[src/design/sepq_pkg.sv]
// Shared types and codes for the sorted event priority queue.
package sepq_pkg;

  // Codes of the input action field.
  localparam logic ACT_PUSH = 1'b0;
  localparam logic ACT_POP  = 1'b1;

  // Codes of the result status field.
  typedef enum logic [1:0] {
    ST_DONE  = 2'd0,
    ST_FULL  = 2'd1,
    ST_EMPTY = 2'd2
  } status_e;

  // Per-cycle command that the top level broadcasts to every cell.
  typedef struct packed {
    logic push;
    logic pop;
  } cell_ctrl_t;

endpackage

[src/design/sepq_cell.sv]
// One slot of the sorted queue: holds an entry and shifts to or from its neighbors.
module sepq_cell #(
  parameter int IDX         = 0,
  parameter int TIME_BITS   = 16,
  parameter int PERSON_BITS = 14,
  parameter int CNT_BITS    = 7
) (
  input  logic                   clk_i,
  input  sepq_pkg::cell_ctrl_t   ctrl_i,
  input  logic [CNT_BITS-1:0]    count_i,
  input  logic [TIME_BITS-1:0]   new_time_i,
  input  logic [PERSON_BITS-1:0] new_person_i,
  input  logic                   new_kind_i,
  input  logic                   prev_ge_i,
  input  logic [TIME_BITS-1:0]   prev_time_i,
  input  logic [PERSON_BITS-1:0] prev_person_i,
  input  logic                   prev_kind_i,
  input  logic [TIME_BITS-1:0]   next_time_i,
  input  logic [PERSON_BITS-1:0] next_person_i,
  input  logic                   next_kind_i,
  output logic                   ge_o,
  output logic [TIME_BITS-1:0]   time_o,
  output logic [PERSON_BITS-1:0] person_o,
  output logic                   kind_o
);
  import sepq_pkg::*;

  logic [TIME_BITS-1:0]   time_q, time_d;
  logic [PERSON_BITS-1:0] person_q, person_d;
  logic                   kind_q, kind_d;
  logic                   filled;

  // Slots past the fill count always count as "at or after" the new event,
  // which makes the flags along the chain a monotonic run of ones.
  assign filled = (count_i > CNT_BITS'(IDX));
  assign ge_o   = filled ? (time_q >= new_time_i) : 1'b1;

  always_comb begin
    time_d   = time_q;
    person_d = person_q;
    kind_d   = kind_q;
    priority if (ctrl_i.push && ge_o && prev_ge_i) begin
      time_d   = prev_time_i;
      person_d = prev_person_i;
      kind_d   = prev_kind_i;
    end else if (ctrl_i.push && ge_o) begin
      time_d   = new_time_i;
      person_d = new_person_i;
      kind_d   = new_kind_i;
    end else if (ctrl_i.pop) begin
      time_d   = next_time_i;
      person_d = next_person_i;
      kind_d   = next_kind_i;
    end else begin
      time_d   = time_q;
      person_d = person_q;
      kind_d   = kind_q;
    end
  end

  always_ff @(posedge clk_i) begin
    time_q   <= time_d;
    person_q <= person_d;
    kind_q   <= kind_d;
  end

  assign time_o   = time_q;
  assign person_o = person_q;
  assign kind_o   = kind_q;

endmodule

[config.mk]
export PLATFORM = sky130hd
export DESIGN_NAME = sepq_cell
export DESIGN_NICKNAME = d
export VERILOG_FILES = /design/src/design/sepq_pkg.sv /design/src/design/sepq_cell.sv
export SDC_FILE = /design/constraint.sdc
export NUM_CORES = 1
export LEC_CHECK = 0
export ABC_CLOCK_PERIOD_IN_PS = 2710
export BUFFER_PORTS_ARGS = -buffer_cell sky130_fd_sc_hd__buf_2
export CORE_MARGIN = 2
export CORE_UTILIZATION = 38
export CTS_CLUSTER_DIAMETER = 200
export DETAILED_ROUTE_END_ITERATION = 10
export PLACE_DENSITY = 0.8
export SETUP_SLACK_MARGIN = 0.5
export SLEW_MARGIN = 10
export SYNTH_ARGS = -nofsm -noshare
export SYNTH_HDL_FRONTEND = slang
export SYNTH_SLANG_ARGS = --single-unit
[constraint.sdc]
create_clock -name clk_i -period 2.71 [get_ports clk_i]
set_input_delay 0.1355 -clock clk_i [delete_from_list [all_inputs] [get_ports clk_i]]
set_output_delay 0.1355 -clock clk_i [all_outputs]
set_load 0.005 [all_outputs]
# After elaboration in Yosys (flattened, before gate mapping)
# Cells that the tools add are included.
# word_totals
in_bits	104
register_bits	31
word_cells	18
# classes
magnitude_cmp	2
muxes	10
reduce_logical	3
# ops
operator	count
16-bit 2-to-1 mux	3
14-bit 2-to-1 mux	3
16-bit >= comparator	1
7-bit by 1-bit greater-than comparator with 1-bit output, second input constant	1
1-bit 2-to-1 mux	4
3-bit nonzero test	1
1-bit logical AND	2

# Logic depth before layout (Yosys ltp)
# Gate-level depths: netlist (run 1).
# depth
word_depth	5
depth_mapped	8
depth_no_buf	7

# Least setup slack after synthesis (run 1)
# No wires, ideal clock.
# synth_timing
path_type	flip-flop to flip-flop
start	register time_q[11], in the netlist time_o[11]
end	register kind_q, in the netlist kind_o, enable pin
n_path_buf	1
arrival_ns	2.315
required_time_ns	2.336
path_stages_with_launch	8
synth_period_minus_slack_ns	2.689
setup_slack_ns	0.021
cell_sequence	edfxtp_1 ha_1 nand4_1 or3_1 a221o_1 a41oi_4 buf_6 or2_2
# synth_between
elab_chain_cells	5
# synth_rtl
item	line_no	text
start: declaration	sepq_cell.sv:28	logic [TIME_BITS-1:0] time_q, time_d;
start signal: assignment	sepq_cell.sv:62	time_q <= time_d;
16-bit >= comparator (*)	sepq_cell.sv:36	assign ge_o = filled ? (time_q >= new_time_i) : 1'b1;
1-bit 2-to-1 mux (*)	sepq_cell.sv:36	
1-bit logical AND (*)	sepq_cell.sv:42, sepq_cell.sv:46	
1-bit logical AND	sepq_cell.sv:42	priority if (ctrl_i.push && ge_o && prev_ge_i) begin
3-bit nonzero test (no line) (*)	-	
end signal: assignment	sepq_cell.sv:64	kind_q <= kind_d;
end: declaration	sepq_cell.sv:30	logic kind_q, kind_d;
# Mark *: on every way between the ends. The rest lies on a longest branch, timed or not.
# A chain may end at the register's enable or synchronous reset.

# Final worst setup path (run 1)
# layout_timing
start	register time_q[13], in the netlist time_o[13]
end	register time_q[14], in the netlist time_o[14] (data pin)
# layout_between
elab_chain_cells	5
elab_cells_between_ends	6
cone_classes	1 x order compare; 3 x mux; 2 x reduce/logical
# layout_rtl
item	line_no
16-bit >= comparator (*)	sepq_cell.sv:36
1-bit 2-to-1 mux (*)	sepq_cell.sv:36
1-bit logical AND (*)	sepq_cell.sv:42, sepq_cell.sv:46
16-bit 2-to-1 mux / 1-bit logical AND (equally long branches)	sepq_cell.sv:46, sepq_cell.sv:42
16-bit 2-to-1 mux (*)	sepq_cell.sv:42
named net time_d[14]	sepq_cell.sv:28
# Mark *: on every way through the listed nets, which the timed path passes. The rest lies on a longest branch.

==> impl_metrics.tcl, run 1 <==
set metrics [dict create \
    cts_sinks 31 \
    post-place-ws_ns 0.114 \
    hold_viol_final 0 \
    max_slew_margin 0.459 \
    vias 1871 \
    yosysWarningCount 0 \
    cts_buffer_depth 2 \
    cp_data_required_time_ns 2.74 \
    gr-usage-met3 0.0483 \
    io_buffers 135 \
    synthDistinctLibCells 23 \
    yosysSeqAreaShare 0.446 \
    yosys.area.top_type "edfxtp_1" \
    leakagePower_uw 0.00149 \
    cts_buffers 5 \
    viasPerCell 4.83 \
    cap_violations 0 \
    skew_ns 0.00592 \
    arrival_ns 2.62 \
    final_core_util 0.593 \
    htree_num_levels 2 \
    status "finished clean" \
    ir_worst_vdd_uv 263 \
    totalWireLength_um 5400 \
    gp_congestion 0.836 \
    syn_to_final_growth_pct 47.8 \
    hold_ws_ns 0.142 \
    dieHeight_um 78.1 \
    clk_latency_ns 0.28 \
    drt_iter0_drc 47 \
    cp_max_fo 19 \
    power.density_nw_per_um2 465 \
    diodes 0 \
    r2r_slack_ns 0.12 \
    top_usage_layer "met2" \
    min_period_ns 2.59 \
    first_global_vias 1926 \
    grt_overflow 0 \
    critPathLaunchType "flop" \
    cp-end-kind "flop" \
    syn_avg_cell_area_sq_um 11.8 \
    grt.total_usage 0.172 \
    drive_gt1_frac 0.618 \
    cts_tree "built" \
    grt_pass1_wl_um 8260 \
    synth_nets 297 \
    synth-seq-cells 31 \
    wl_per_cell_um 14.0 \
    place_hpwl_um 4240 \
    final.setup.tns_ns 0 \
    grt_antenna_before_repair 0 \
    synth_top_area_frac 0.446 \
    dr.pass1.iters 4 \
    finalNetCount 436 \
    clkTransAtPathRegs_ns 0.06 \
    die-area_sq_um 6100 \
    slew_viol_final 0 \
    ctsHoldBuffers 0 \
    grt_max_degree 47 \
    worstSetupPathType "flop to flop" \
    period_share 0.956 \
    drc 0 \
    coreArea_sq_um 5200 \
    final.setup.worst_slack_ns 0.119 \
    initial_core_util 0.401 \
    stdcell_area_sq_um 3090 \
    rsz0062_at_grt "yes" \
    root_buffer "clkbuf_8" \
    fillers 436 \
    grt_use_met2 0.340 \
    placed_area_sq_um 2950 \
    die_x_um 78.1 \
    netlist_area_sq_um 2090 \
    grtUsageMet1 0.175 \
    ioPinCount 136 \
    fmax_mhz 386 \
    setup_viol 0 \
    detail-route-antenna-nets 0 \
    synthTopCellsByArea "edfxtp_1 45%, mux2_2 25%, ha_1 9.6%" \
    num_rows 26 \
    worst_pin_slew_ns 0.811 \
    min_path_type "input port to flop" \
    syn-instance-count 177 \
]
where the power goes:
group / leakage (uW) / internal (uW) / switching [uW] / total (uW)
combinational: 0.00114 / 266 / 195 / 462
clock: 0.0000403 / 175 / 161 / 336
sequential: 0.000309 / 610 / 26.4 / 637
sequential cells by signal, indices dropped and copies added, names as in the netlist:
signal / cells
kind_o: 1
person_o: 14
time_o: 16
timing repair:
item,4_1_cts,5_1_grt
gates resized for setup,0,2
buffers inserted,0,1
endpoints found under the hold margin,0,0
gates cloned,0,1
pin swaps,0,0
setup endpoints to repair,62,63
kinds of logic (layout without fill, tap and decap cells):
group | after synthesis | after routing | share of synthesized area
multiplexers | 47 | 47 | 0.253
flip-flops | 31 | 31 | 0.446
AO/OA/AOI/OAI | 28 | 28 | 0.0821
AND/OR/NAND/NOR | 28 | 28 | 0.0629
buffers and inverters | 27 | 167 | 0.0599
adder cells (fa/ha/maj) | 16 | 16 | 0.0959
layout make-up:
type                            instances  area (sq um)  share of cell area
Timing Repair Buffer                  140           768               0.249
Clock buffer                            6          72.6              0.0235
Multi-Input combinational cell        119          1150               0.372
Clock inverter                          2          7.51             0.00243
Inverter                               19          71.3              0.0231
Tap cell                               70          87.6              0.0284
Sequential cell                        31           931               0.302
through the flow:
stage / power [uW] / cells
final: 1430 / 387
after global routing: 1510 / 387
after CTS: 1430 / 385
after detailed placement: 1100 / 377
after global placement: 1080 / 377
after floorplan: 898 / 177
worst paths after layout:
check                       startpoint                   end  cells past startpoint
setup reg to reg  time_o[13]$_DFFE_PP_  time_o[14]$_DFFE_PP_                      7
setup / recovery  time_o[13]$_DFFE_PP_  time_o[14]$_DFFE_PP_                      7
hold / removal         next_time_i[11]  time_o[11]$_DFFE_PP_                      2
hold reg to reg   time_o[15]$_DFFE_PP_  time_o[11]$_DFFE_PP_                      5
layout by cell type, fill, tap and decap left out, types with 2 or more instances in the layout:
master,count
a21oi_1,5
buf_12,3
buf_2,135
clkbuf_8,5
clkinv_1,2
edfxtp_1,31
ha_1,13
ha_4,3
inv_1,19
mux2_2,26
mux2_4,20
nand2_1,16
nand4_1,5
nor3_1,2
o21ai_0,19
synth_stat cells:
cell type,n
ha_1,16
nand4_1,5
a41oi_4,1
a21oi_1,5
edfxtp_1,31
inv_1,19
a221o_1,1
nor4_1,1
nand2_1,16
nand3_1,1
or2_2,1
nor2b_1,1
buf_1,1
o21bai_1,1
buf_6,3
mux2_2,46
o21ai_0,19
clkbuf_1,3
mux2_1,1
a31oi_1,1
or3_1,1
nor3_1,2
buf_2,1
critical path, cell delays in order, from the launching register on:
cell,delay [ns]
edfxtp_1,0.44
ha_4,0.30
nand4_1,0.10
or3_1,0.37
a221o_1,0.32
a41oi_4,0.23
buf_12,0.23
mux2_2,0.35
per-layer routing:
layer,up-vias,part of all wire
met5,-,0
met4,0,0.011
met3,8,0.087
met2,91,0.54
met1,846,0.37
li1,926,-
No activity file was read; power rests on OpenSTA's default activity.
==> run 2: changes to the inputs <==
CORE_MARGIN = not set   (was 2)
==> run 2 against run 1 <==
Net effect: hold slack better by 0.018 ns; cell area rose by 6.6%; power is 5.3% higher; global-route usage grew 1.5 points; utilization grew 3.9 points; sequential share of layout area fell by 1.9 points; largest cell class unchanged; sequential power fell by 0.6%; clock skew down 0.0037 ns; clock power barely moved; critical endpoint is now time_o[13]$_DFFE_PP_; critical path depth grew 1; fmax decreased by 1.7%; routed wire length rose by 1.6%; critical path type unchanged.
==> impl_metrics.tcl, run 2 (synthesized netlist as in run 1, its figures left out) <==
set metrics [dict create \
    instances_no_fill 404 \
    dieHeight_um 76.1 \
    cap_violations 0 \
    setup_viol 0 \
    cts_tree "built" \
    post-place-ws_ns 0.0266 \
    coreArea_sq_um 5200 \
    drt_iter0_drc 47 \
    root_buffer "clkbuf_8" \
    period_share 0.973 \
    min_period_ns 2.64 \
    numPlacedInstances 380 \
    htree_num_levels 2 \
    status "finished clean" \
    worst_pin_slew_ns 0.837 \
    final.setup.tns_ns 0 \
    cp_data_required_time_ns 2.73 \
    drc 0 \
    cp_max_fo 10 \
    syn_to_final_growth_pct 57.5 \
    slew_viol_final 0 \
    holdPathStages 2 \
    io_buffers 135 \
    grt.total_usage 0.187 \
    power_frac_clock 0.224 \
    stdcell_area_sq_um 3290 \
    cts_buffer_depth 2 \
    vias 1964 \
    r2r_slack_ns 0.07 \
    placed_area_sq_um 2970 \
    die_x_um 76.1 \
    fillers 439 \
    largest_reg_flops 16 \
    fmax_mhz 379 \
    switching_share 0.262 \
    layout_commonest_cell "buf_2" \
    wl_per_cell_um 13.6 \
    diodes 0 \
    grt_antenna_before_repair 0 \
    clk_latency_ns 0.27 \
    cts_sinks 31 \
    first_global_vias 1901 \
    r2r-start "time_o[13]$_DFFE_PP_" \
    power_frac_seq 0.419 \
    worstSetupPathType "flop to flop" \
    detail-route-antenna-nets 0 \
    rr_worst_depth 8 \
    gp_congestion 0.762 \
    cts_buffers 5 \
    num_rows 26 \
    cp-end-kind "flop" \
    hold_viol_final 0 \
    ioPinCount 136 \
    skew_ns 0.00224 \
    place_hpwl_um 4050 \
    final_cell_mix "135 x buf_2, 31 x edfxtp_1, 25 x mux2_4, 22 x mux2_2" \
    power.density_nw_per_um2 460 \
    grt_max_degree 47 \
    initial_core_util 0.401 \
    totalWireLength_um 5490 \
    hold_end "person_o[11]$_DFFE_PP_" \
    grt_overflow 0 \
    multi_input_area_sq_um 1150 \
    leakagePower_uw 0.00162 \
    critPathLaunchType "flop" \
    ctsHoldBuffers 0 \
    finalNetCount 453 \
    p_comb_frac 0.357 \
    seqCellArea_sq_um 931 \
    power_switching_uw 396 \
    p_int_uw 1110 \
    rsz0062_at_grt "yes" \
    timing.hold.worst.start "next_person_i[11]" \
    ir_worst_vdd_uv 308 \
    r2r_end "time_o[13]$_DFFE_PP_" \
    final.setup.worst_slack_ns 0.0743 \
    drive_gt1_frac 0.641 \
    max_slew_margin 0.442 \
    hold_ws_ns 0.160 \
    die-area_sq_um 5800 \
    viasPerCell 4.86 \
    arrival_ns 2.66 \
    min_path_type "input port to flop" \
    dr.pass1.iters 4 \
    grt_pass1_wl_um 8490 \
    clkTransAtPathRegs_ns 0.06 \
]
run 2: changes by cell type in the layout (fill, tap and decap cells not counted), sizes merged:
cell	before	now
clkinv	2	1
buf	139	157
run 2: per-stage QoR:
step | util | power (uW)
4_1_cts | 0.617 | 1500
3_3_place_gp | 0.571 | 1090
6_report | 0.632 | 1510
2_1_floorplan | - | 898
5_1_grt | 0.632 | 1600
3_5_place_dp | 0.571 | 1100
run 2: metal layers:
metal  vias up  track usage  wire length, um
met5         -            0                0
met4         0       0.0731               95
met3         9       0.0479              387
met2        96        0.350             2900
met1       897        0.198             2110
li1        962            -                -
run 2: worst max path at each step:
stage / start / endpoint
2_1_floorplan: time_o[13]$_DFFE_PP_ / kind_o$_DFFE_PP_
3_3_place_gp: time_o[11]$_DFFE_PP_ / person_o[10]$_DFFE_PP_
3_5_place_dp: time_o[11]$_DFFE_PP_ / time_o[0]$_DFFE_PP_
4_1_cts: time_o[13]$_DFFE_PP_ / time_o[0]$_DFFE_PP_
5_1_grt: time_o[13]$_DFFE_PP_ / time_o[13]$_DFFE_PP_
6_report: time_o[13]$_DFFE_PP_ / time_o[13]$_DFFE_PP_
run 2: timing repair:
action                     CTS  global route
resized for setup            5            15
setup buffers               11             3
gates cloned                 2             0
pin swaps                    1             0
setup endpoints to repair   62            63
run 2: power by group through the flow:
| stage | combinational, uW | sequential [uW] | clock, uW |
|---|---|---|---|
| 2_1_floorplan | 246 | 651 | 0 |
| 3_3_place_gp | 447 | 641 | 0 |
| 3_5_place_dp | 457 | 643 | 0 |
| 4_1_cts | 516 | 634 | 347 |
| 5_1_grt | 588 | 640 | 371 |
| 6_report | 540 | 633 | 338 |
run 2: layout make-up:
class | instances | share of cell area
multi-input combinational | 119 | 0.351
timing repair buffer | 157 | 0.293
sequential | 31 | 0.283
tap | 70 | 0.0266
clock buffer | 7 | 0.0232
inverter | 19 | 0.0217
clock inverter | 1 | 0.00152
run 2: worst max-delay path: stages (launching register included):
cell      delay, ns
edfxtp_1       0.42
ha_4           0.30
nand4_1        0.11
or3_1          0.39
a221o_1        0.33
a41oi_4        0.23
buf_12         0.18
buf_4          0.11
mux2_2         0.32
==> run 3: changes to the inputs <==
PLACE_DENSITY = 0.76   (was 0.8)
==> run 3 against run 2 <==
Net effect: the run now ends with setup timing left; combinational power about the same; global-route usage up 1.5 points; utilization up 0.26 points; fmax down 3.1%; sequential power up 0.6%; critical path depth up 1; clock skew up 0.0015 ns; count of clock-buffer cells in the layout down 2; die area unchanged; sequential cell count unchanged; sequential share of layout area down 0.12 points; largest cell class unchanged.
==> impl_metrics.tcl, run 3 (synthesized netlist as in run 1, its figures left out) <==
set metrics [dict create \
    holdPathStages 2 \
    worst_pin_slew_ns 0.824 \
    timing.hold.worst.start "next_time_i[11]" \
    p_int_uw 1100 \
    max_slew_margin 0.451 \
    root_buffer "clkbuf_8" \
    diodes 0 \
    place_hpwl_um 4210 \
    min_period_ns 2.72 \
    grt_max_degree 47 \
    violations "setup timing" \
    first_global_vias 2001 \
    fillers 437 \
    instances_no_fill 402 \
    cp-startpoint "time_o[6]$_DFFE_PP_" \
    cts_sinks 31 \
    drive_gt1_frac 0.648 \
    power_switching_uw 414 \
    viasPerCell 4.86 \
    r2r_slack_ns -0.009 \
    worstSetupPathType "flop to flop" \
    dieHeight_um 76.1 \
    slew_viol_final 0 \
    dr.pass1.iters 4 \
    worstPathCellList "ha_1 > nand4_1 > or3_1 > a221o_1 > a41oi_4 > buf_6 > buf_12 > or2_4 > clkbuf_16" \
    rr_worst_depth 9 \
    drt_iter0_drc 49 \
    finalNetCount 452 \
    syn_to_final_growth_pct 58.1 \
    rsz0062_at_grt "yes" \
    period_share 1.00 \
    grt.total_usage 0.202 \
    power.density_nw_per_um2 459 \
    min_path_type "input port to flop" \
    power_frac_seq 0.420 \
    skew_ns 0.00371 \
    totalWireLength_um 5840 \
    wl_per_cell_um 14.5 \
    cap_violations 0 \
    final_cell_mix "135 x buf_2, 31 x edfxtp_1, 24 x mux2_2, 22 x mux2_4" \
    status "finished with violations" \
    drc 0 \
    endpoint "person_o[6]$_DFFE_PP_" \
    cp_max_fo 7 \
    initial_core_util 0.401 \
    grt_antenna_before_repair 1 \
    gp_congestion 0.782 \
    slowest_stage "edfxtp_1" \
    grt_overflow 0 \
    cts_buffers 5 \
    cts_buffer_depth 2 \
    num_rows 26 \
    detail-route-antenna-nets 0 \
    grt_pass1_wl_um 9000 \
    cts_tree "built" \
    r2r_end "person_o[6]$_DFFE_PP_" \
    fmax_mhz 368 \
    htree_num_levels 2 \
    final.setup.tns_ns -0.0502 \
    cp-end-kind "flop" \
    critPathLaunchType "flop" \
    ctsHoldBuffers 0 \
    ioPinCount 136 \
    setup_viol 12 \
    clk_latency_ns 0.28 \
    arrival_ns 2.72 \
    numPlacedInstances 378 \
    p_comb_frac 0.354 \
    vias 1953 \
    switching_share 0.273 \
    clkTransAtPathRegs_ns 0.07 \
    coreArea_sq_um 5200 \
    hold_viol_final 0 \
    layout_commonest_cell "buf_2" \
    die-area_sq_um 5800 \
    cp_data_required_time_ns 2.71 \
    slowest_delay_ns 0.40 \
    die_x_um 76.1 \
    largest_reg_flops 16 \
    leakagePower_uw 0.00160 \
    ir_worst_vdd_uv 292 \
    final.setup.worst_slack_ns -0.00897 \
    power_frac_clock 0.225 \
    io_buffers 135 \
    r2r-start "time_o[6]$_DFFE_PP_" \
]
## run 3: cell type report
type / instances / area [sq um] / area share
clock buffer: 5 / 68.8 / 0.0208
clock inverter: 2 / 8.76 / 0.00265
inverter: 19 / 71.3 / 0.0216
multi-input combinational: 119 / 1180 / 0.357
sequential: 31 / 931 / 0.282
tap: 70 / 87.6 / 0.0265
timing repair buffer: 156 / 955 / 0.289
## run 3: metrics by stage
step	hold WS (ns)	worst slack (ns)	utilization	cell area [sq um]	power [uW]
floorplan	0.336	0.196	-	2180	898
global placement	0.429	0.147	0.565	2940	1080
detailed placement	0.420	0.0449	0.565	2940	1090
CTS	0.130	0.0569	0.615	3200	1490
global route	0.135	-0.117	0.634	3300	1610
finish	0.139	-0.00897	0.634	3300	1520
## run 3: repair_timing
item | in CTS | in global routing
pin swaps | 0 | 6
cloned | 3 | 2
setup endpoints to repair | 63 | 63
buffers inserted | 8 | 4
gates resized for setup | 8 | 5
## run 3: how the worst min path moves through the flow
stage | endpoint | slack, ns
CTS | time_o[11]$_DFFE_PP_ | 0.13
floorplan | time_o[11]$_DFFE_PP_ | 0.34
global placement | time_o[11]$_DFFE_PP_ | 0.43
finish | time_o[11]$_DFFE_PP_ | 0.14
detailed placement | time_o[11]$_DFFE_PP_ | 0.42
global route | person_o[12]$_DFFE_PP_ | 0.14
## run 3: power groups by stage
stage                     registers [uW]  logic (uW)  clock network, uW
after floorplan                      651         246                  0
after global placement               640         440                  0
after detailed placement             644         447                  0
after CTS                            636         512                346
after global routing                 644         588                373
final                                637         537                342
## run 3: per-layer routing
layer | vias up | wire length, um | track usage
li1 | 964 | - | -
met1 | 878 | 2130 | 0.202
met2 | 98 | 3010 | 0.371
met3 | 11 | 573 | 0.0838
met4 | 2 | 112 | 0.0769
met5 | - | 12 | 0
## run 3: critical path, delay by kind of cell (launching register included)
kind	cells	cell delay [ns]
AO/OA/AOI/OAI	2	0.60
adder cells (fa/ha/maj)	1	0.32
buffers and inverters	3	0.43
flip-flops	1	0.40
AND/OR/NAND/NOR	3	0.69
